===== config.mk =====
export PLATFORM = sky130hd
export DESIGN_NAME = nfb_ctrl
export DESIGN_NICKNAME = d
export VERILOG_FILES = /design/src/rtl/nfb_pkg.sv /design/src/rtl/nfb_ctrl.sv
export SDC_FILE = /design/constraint.sdc
export NUM_CORES = 1
export LEC_CHECK = 0
export BUFFER_PORTS_ARGS = -buffer_cell sky130_fd_sc_hd__buf_2
export CAP_MARGIN = 40
export CORE_AREA = 2 2 39 41
export CTS_CLUSTER_SIZE = 30
export DETAILED_ROUTE_END_ITERATION = 8
export DIE_AREA = 0 0 41 43
export PLACE_DENSITY = 0.44
export SETUP_SLACK_MARGIN = 0.1
export SYNTH_ARGS = -nofsm -noshare
export SYNTH_HDL_FRONTEND = slang
export SYNTH_SLANG_ARGS = --single-unit
export TNS_END_PERCENT = 1

===== constraint.sdc =====
create_clock -name clk -period 2.4 [get_ports clk]
set_clock_uncertainty 0.2 [all_clocks]
set_input_delay 0.72 -clock clk [delete_from_list [all_inputs] [get_ports clk]]
set_output_delay 0.72 -clock clk [all_outputs]
set_load 0.01 [all_outputs]

===== src/rtl/nfb_pkg.sv =====
// ----------------------------------------------------------------------------
// nfb_pkg
// Shared types, request codes and nibble helpers for the framebuffer blitter.
// ----------------------------------------------------------------------------
package nfb_pkg;

  localparam int NFB_ROWS       = 64;
  localparam int NFB_GROUPS     = 64;
  localparam int NFB_CLIP_WIDTH = 128;

  localparam int WORD_W = 16;

  localparam logic [2:0] REQ_DRAW  = 3'd0;
  localparam logic [2:0] REQ_READ  = 3'd1;
  localparam logic [2:0] REQ_BEGIN = 3'd2;
  localparam logic [2:0] REQ_BYTE  = 3'd3;
  localparam logic [2:0] REQ_FETCH = 3'd4;

  localparam logic [WORD_W-1:0] NIBBLE_MASK = 16'h000f;
  localparam logic [WORD_W-1:0] HIGH_MASK   = 16'hff00;
  localparam logic [WORD_W-1:0] LOW_MASK    = 16'h00ff;
  localparam logic [3:0]        BPC_MAX     = 4'd15;
  localparam logic [3:0]        BITS_PER_BYTE = 4'd8;

  typedef struct packed {
    logic accept;
    logic clear_step;
    logic mem_update;
    logic pic_setup;
    logic blit_step;
    logic pic_advance;
    logic respond;
  } nfb_cmd_t;

  typedef struct packed {
    logic clear_last;
    logic blit_done;
  } nfb_status_t;

  // leftmost pixel in the top nibble
  function automatic logic [3:0] nibble_get(logic [WORD_W-1:0] word, logic [1:0] sel);
    logic [WORD_W-1:0] shifted;
    shifted = (word >> {~sel, 2'b00}) & NIBBLE_MASK;
    return shifted[3:0];
  endfunction

  function automatic logic [WORD_W-1:0] nibble_set(logic [WORD_W-1:0] word,
                                                   logic [1:0] sel, logic on);
    logic [WORD_W-1:0] mask;
    mask = NIBBLE_MASK << {~sel, 2'b00};
    return on ? (word | mask) : (word & ~mask);
  endfunction

endpackage


===== src/rtl/nfb_ctrl.sv =====
// ----------------------------------------------------------------------------
// nfb_ctrl
// Sequencer: clearing pass, pixel access, picture setup and byte blit.
// ----------------------------------------------------------------------------
module nfb_ctrl (
  input  logic                clk,
  input  logic                rst,
  input  logic                start,
  input  logic [2:0]          req_type,
  input  nfb_pkg::nfb_status_t status,
  output nfb_pkg::nfb_cmd_t    cmd,
  output logic                busy
);

  import nfb_pkg::*;

  typedef enum logic [2:0] {
    S_CLEAR,
    S_IDLE,
    S_LOOKUP,
    S_UPDATE,
    S_SETUP,
    S_BLIT,
    S_ADVANCE
  } state_t;

  state_t state, state_next;

  always_comb begin
    state_next = state;
    case (state)
      S_CLEAR: begin
        if (status.clear_last) begin
          state_next = S_IDLE;
        end
      end
      S_IDLE: begin
        if (start) begin
          case (req_type)
            REQ_BEGIN: state_next = S_SETUP;
            REQ_BYTE:  state_next = S_BLIT;
            default:   state_next = S_LOOKUP;
          endcase
        end
      end
      S_LOOKUP:  state_next = S_UPDATE;
      S_UPDATE:  state_next = S_IDLE;
      S_SETUP:   state_next = S_IDLE;
      S_BLIT: begin
        if (status.blit_done) begin
          state_next = S_ADVANCE;
        end
      end
      S_ADVANCE: state_next = S_IDLE;
      default:   state_next = S_IDLE;
    endcase
  end

  always_comb begin
    cmd             = '0;
    cmd.accept      = (state == S_IDLE) && start;
    cmd.clear_step  = (state == S_CLEAR);
    cmd.mem_update  = (state == S_UPDATE);
    cmd.pic_setup   = (state == S_SETUP);
    cmd.blit_step   = (state == S_BLIT);
    cmd.pic_advance = (state == S_ADVANCE);
    cmd.respond     = (state == S_UPDATE) || (state == S_SETUP) || (state == S_ADVANCE);
  end

  always_ff @(posedge clk) begin
    if (rst) begin
      state <= S_CLEAR;
      busy  <= 1'b1;
    end else begin
      state <= state_next;
      busy  <= (state_next != S_IDLE);
    end
  end

endmodule


==> results of run 1 <==
area by class of cell:
cell class / count / area (µm²)
fill: 165 / 1010
multi-input combinational: 27 / 168
sequential: 4 / 80.1
timing repair buffer: 15 / 75.1
clock buffer: 3 / 22.5
tap: 16 / 20.0
inverter: 2 / 7.51
flip-flops by register name, indices dropped and copies added, names as in the netlist:
register / flops
state: 3
busy: 1
worst max path at each step:
| stage | start | endpoint | slack (ns) | depth (start not counted) |
|---|---|---|---|---|
| after floorplan | state[1] | cmd[0] | 0.45 | 3 |
| after global placement | start | cmd[6] | 0.38 | 3 |
| after detailed placement | start | cmd[6] | 0.38 | 3 |
| after CTS | state[1] | cmd[0] | 0.23 | 4 |
| after global routing | state[1] | cmd[0] | 0.15 | 4 |
| final | state[1] | cmd[0] | 0.24 | 4 |
kinds of logic after synthesis:
family	share of synthesized area, %
flip-flops	30.8
AO/OA/AOI/OAI	20.2
AND/OR/NAND/NOR	44.2
buffers and inverters	4.80
layer usage:
layer | up-vias | wire [µm] | track usage [%]
met5 | - | 0 | 0
met4 | 0 | 0 | 8.00
met3 | 0 | 31 | 6.28
met2 | 8 | 287 | 11.6
met1 | 118 | 297 | 8.04
li1 | 155 | - | -
report_power, final:
group          switching, W  internal [W]  leakage (nW)
sequential       0.00000712     0.0000729        0.0329
clock             0.0000253     0.0000558        0.0138
combinational     0.0000220     0.0000241         0.133
worst max-delay path, delay by kind of cell (launching register included):
kind	cells	cell delay (ns)
AND/OR/NAND/NOR	2	0.36
flip-flops	1	0.46
buffers and inverters	2	0.18
synthesized netlist by cell type:
| library cell | instances |
|---|---|
| nand2b_1 | 5 |
| dfxtp_1 | 4 |
| nor2_1 | 3 |
| nor3_1 | 3 |
| nor3b_1 | 3 |
| a31oi_1 | 2 |
| and2_1 | 2 |
| a2111o_1 | 1 |
| a211o_1 | 1 |
| a21o_1 | 1 |
| a21oi_1 | 1 |
| buf_2 | 1 |
| inv_1 | 1 |
| inv_2 | 1 |
| nand2_1 | 1 |
| nand3_1 | 1 |
| nand3b_1 | 1 |
| nor2b_1 | 1 |
| o21bai_1 | 1 |
stage by stage:
step	cells	utilization [%]	power (W)
detailed placement	64	25.3	0.000127
finish	67	26.9	0.000207
CTS	67	26.9	0.000212
floorplan	34	-	0.000108
global placement	64	25.3	0.000128
global route	67	26.9	0.000227
==> key figures, run 1 <==
Clock tree
  • Root buffer cell: clkbuf_4
  • Clock sink count: 4
  • CTS clock-pin slew for the worst setup and hold paths: ~0.04 ns
  • Number of buffers created by CTS: 3
  • Latest clock arrival within the worst-skew pair: 0.23 ns
  • PostCTS Resize Cnt: 0
  • Post-CTS Setup Bufs: 0
  • # hold bufs at CTS: 0
  • Htree depth: 1
  • CTS tree: yes
  • CTS Buffer Depth: 2

Worst setup path
  • Max stage delay on crit path: around 0.46 ns
  • Worst-path maximum fanout: 8
  • Worst reg2reg path depth: 3
  • R2r startpoint: state[2]
  • Critical path capture point type: output port
  • Worst Path Arrival: ~1.2 ns
  • Capturing point of the worst reg2reg path: busy
  • Register-to-register setup slack: around 1 ns
  • Critical Path, Cell by Cell: inv_2 > nor3b_1 > nand2b_1 > buf_2
  • Crit start category: flop
  • WS Path Type: reg -> out
  • Required @ worst endpoint: between 1 and 1.5 ns
  • Slowest CP cell: dfxtp_1

Yosys
  • Synth cell types: 19
  • Seq/Total Area, Yosys: a little under a third
  • #FFs+latches synth: 4
  • Synthesized area: 260 µm²
  • Post-synth top area share: a little under a third
  • Post-synth top area cell: dfxtp_1
  • Mean Syn Cell Area: 7.65 µm²
  • Top post-synthesis cells by area: dfxtp_1 31%, nand2b_1 12%, nor3b_1 8.7%
  • Post-synth net total: 42
  • Yosys Warn Count: 0
  • Post-Syn Instances: 34

STA
  • Achievable Freq: around 460 MHz
  • Hold Fails Final Rpt: 0
  • Setup Total Neg Slack: 0 ns
  • Final Cycle Share: between 90% and 100%
  • RSZ-0062 raised after global routing: false
  • Hold_ws: approximately 0.4 ns
  • Fin. max-slew vios: 0
  • Final worst slack: roughly 0.24 ns
  • Slew Limit Headroom: 75.5%
  • Tmin final: approximately 2.2 ns
  • Slew @ Worst Pin: roughly 0.37 ns
  • Final setup violation count: 0

Routing
  • Wirelength, routed: roughly 600 µm
  • Drt drc: 0
  • Initial drt markers: 2
  • Router iterations before antenna repair: 2
  • Routed length per instance: ~9.2 µm
  • Final ANT Viol Nets: 0
  • Vias after detailed routing: 281
  • Via/cell ratio: roughly 4.2

Placed design
  • DP HPWL: ~480 µm
  • # port buffers: 15
  • DP Worst Slack: between 0.3 and 0.4 ns
  • Post-DP Area: between 300 and 400 µm²
  • RePlAce Congestion: ~0.74

Finish
  • Layout cell share with drive strength beyond 1: around 37%
  • Most frequent cells in the layout: 15 x buf_2, 5 x nand2b_1, 4 x dfxtp_1
  • Synth-to-Final Area Change: 43.3%
  • Design Area, Final: approximately 370 µm²
  • Commonest non-fill, non-tap cell in the layout: buf_2
  • Ant diodes: 0
  • Final net count: 61

Floorplan
  • Site Rows: 14
  • Core region area: roughly 0.0014 mm²
  • Die H: approximately 43 µm
  • Initial Util: roughly a fifth
  • Die ar.: about 0.0018 mm²
  • Die X: 41 µm
  • # IOs: 16

Power and ir drop
  • Pwr Density: ~560 mW/mm²
  • Leak: ~0.18 nW
  • VDD IR max: between 0.1 and 0.15 mV

Hold path
  • Min-Delay Path Class: reg -> reg
  • Hold Path End: state[2]
  • Hold path start: state[0]
  • Worst Hold Depth: 2

Flow run
  • Max-cap violations: 0

Outcome
  • Status: finished clean

GRT
  • Initial antenna violation count: 0
  • Global route overflow: 0
  • First-pass GRT wire length: between 900 and 1000 µm
  • Largest net degree at the start of global routing: 13
  • Vias in the first global route: between 200 and 250
  • Gr usage total: about 8.6%
Power figures use the tool's default switching activity.
==> run 2, diff against run 1 <==
RECOVER_POWER = 100   (was default)
==> run 2 against run 1 <==
- global-route usage stayed put
- sequential share of layout area rose by 0.59 points
- count of clock-buffer cells in the layout stayed put
- total power decreased by 0.90%
- clock power barely moved
- via count increased by 0.36%
- die area unchanged
- design area fell by 2.7%
- setup slack lost 0.043 ns
==> key figures, run 2 (synthesis results as in run 1) <==
Worst setup path
  • R2r startpoint: state[2] (unchanged)
  • Critical Path, Cell by Cell: inv_2 > nor3b_1 > nand2b_1 > clkbuf_1 (was inv_2 > nor3b_1 > nand2b_1 > buf_2)
  • Slowest CP cell: dfxtp_1 (unchanged)
  • Worst-path maximum fanout: 8 (unchanged)
  • Crit start category: flop (unchanged)
  • Max stage delay on crit path: 0.46 ns (about the same)
  • Worst Path Arrival: 1.28 ns (was 1.24 ns)
  • WS Path Type: reg -> out (unchanged)
  • Critical path capture point type: output port (unchanged)
  • CP delay by family, top: flip-flops (unchanged)
  • Crit. Startpoint: state[1] (unchanged)
  • Required @ worst endpoint: 1.48 ns (about the same)
  • Buf/Inv on CP: 2 (unchanged)

STA
  • Hold Fails Final Rpt: 0 (unchanged)
  • Final setup violation count: 0 (unchanged)
  • Hold_ws: 0.406 ns (unchanged)
  • Fin. max-slew vios: 0 (unchanged)
  • Final Cycle Share: 91.8% (was 90.0%)
  • Setup Total Neg Slack: 0 ns (unchanged)
  • Tmin final: 2.20 ns (was 2.16 ns)
  • Slew Limit Headroom: 75.5% (unchanged)
  • Achievable Freq: 454 MHz (was 463 MHz)
  • RSZ-0062 raised after global routing: false (unchanged)
  • Slew @ Worst Pin: 0.367 ns (unchanged)

Outcome
  • Status: finished clean (unchanged)

Routing
  • Vias after detailed routing: 282 (was 281)
  • Final ANT Viol Nets: 0 (unchanged)
  • Via/cell ratio: 4.21 (was 4.19)
  • Drt drc: 0 (unchanged)
  • Routed length per instance: 9.28 µm (was 9.19 µm)
  • Wirelength, routed: 622 µm (was 616 µm)
  • Initial drt markers: 2 (unchanged)
  • Router iterations before antenna repair: 2 (unchanged)

Finish
  • Largest registers: state: 3 flops, busy: 1 flops (unchanged)
  • Ant diodes: 0 (unchanged)
  • Largest Register: state (unchanged)
  • Core Util, Final: 26.2% (was 26.9%)
  • Design Area, Final: 363 µm² (was 373 µm²)
  • Number of fillers in the final layout: 168 (was 165)
  • Synth-to-Final Area Change: 39.4% (was 43.3%)
  • Final net count: 61 (unchanged)
  • Most frequent cells in the layout: 8 x clkbuf_1, 7 x buf_2, 5 x nand2b_1, 4 x dfxtp_1 (was 15 x buf_2, 5 x nand2b_1, 4 x dfxtp_1)
  • Max FFs per register: 3 (unchanged)
  • Commonest non-fill, non-tap cell in the layout: clkbuf_1 (was buf_2)
  • Layout cell share with drive strength beyond 1: 21.6% (was 37.3%)

Clock tree
  • Latest clock arrival within the worst-skew pair: 0.23 ns (about the same)
  • Htree depth: 1 (unchanged)
  • Root buffer cell: clkbuf_4 (unchanged)
  • Number of buffers created by CTS: 3 (unchanged)
  • Clock sink count: 4 (unchanged)
  • # hold bufs at CTS: 0 (unchanged)
  • CTS tree: yes (unchanged)
  • CTS Buffer Depth: 2 (unchanged)
  • PostCTS Resize Cnt: 0 (unchanged)
  • CTS clock-pin slew for the worst setup and hold paths: 0.04 ns (about the same)
  • Post-CTS Setup Bufs: 0 (unchanged)

Floorplan
  • # IOs: 16 (unchanged)
  • Die X: 41 µm (unchanged)
  • Core region area: 0.00138 mm² (unchanged)
  • Initial Util: 18.8% (unchanged)
  • Die ar.: 0.00176 mm² (unchanged)
  • Die H: 43 µm (unchanged)
  • Site Rows: 14 (unchanged)

GRT
  • Vias in the first global route: 244 (unchanged)
  • Initial antenna violation count: 0 (unchanged)
  • Global route overflow: 0 (unchanged)
  • Gr usage total: 8.63% (unchanged)
  • First-pass GRT wire length: 931 µm (unchanged)
  • Largest net degree at the start of global routing: 13 (unchanged)

Placed design
  • # port buffers: 15 (unchanged)
  • Post-DP Area: 350 µm² (unchanged)
  • DP HPWL: 478 µm (unchanged)
  • RePlAce Congestion: 0.739 (unchanged)

Flow run
  • Max-cap violations: 0 (unchanged)

Power and ir drop
  • Pwr Density: 566 mW/mm² (was 556 mW/mm²)
  • Leak: 0.150 nW (was 0.179 nW)
  • VDD IR max: 0.145 mV (about the same)
  • Final total power: 0.000205 W (was 0.000207 W)

Hold path
  • Hold path start: state[0] (unchanged)
  • Min-Delay Path Class: reg -> reg (unchanged)
-- run 2: metal layers --
| metal | global-route usage (%) | vias up | wire [µm] |
|---|---|---|---|
| li1 | - | 156 | - |
| met4 | 8.00 | 0 | 0 |
| met1 | 8.04 | 118 | 292 |
| met5 | 0 | - | 0 |
| met3 | 6.28 | 0 | 43 |
| met2 | 11.6 | 8 | 287 |
-- run 2: worst register-to-register path, stage by stage, from the launching register on --
cell and delay, ns:
dfxtp_1 0.53, nand2b_1 0.10, a211o_1 0.31, a21o_1 0.16
-- run 2: area by class of cell --
type,count,area (µm²),area share (%)
well taps,16,20.0,5.52
flip-flops and latches,4,80.1,22.1
repair buffers,15,65.1,17.9
clock buffers,3,22.5,6.21
inverters,2,7.51,2.07
multi-input cells,27,168,46.2
-- run 2: worst paths after layout --
check / endpoint / slack (ns) / cells past startpoint
setup / recovery: cmd[0] / 0.20 / 4
setup reg to reg: busy / 0.98 / 3
hold reg to reg: state[2] / 0.41 / 2
hold / removal: state[2] / 0.41 / 2
-- run 2: through the flow --
stage | instances | setup slack, ns
after global placement | 64 | 0.382
after floorplan | 34 | 0.453
after CTS | 67 | 0.233
after detailed placement | 64 | 0.378
after global routing | 67 | 0.100
final | 67 | 0.196
-- run 2: power by group --
part,internal [W],switching [W],total (W)
registers,0.0000729,0.00000716,0.0000801
clock network,0.0000558,0.0000253,0.0000811
logic,0.0000219,0.0000222,0.0000442
total,0.000151,0.0000547,0.000205
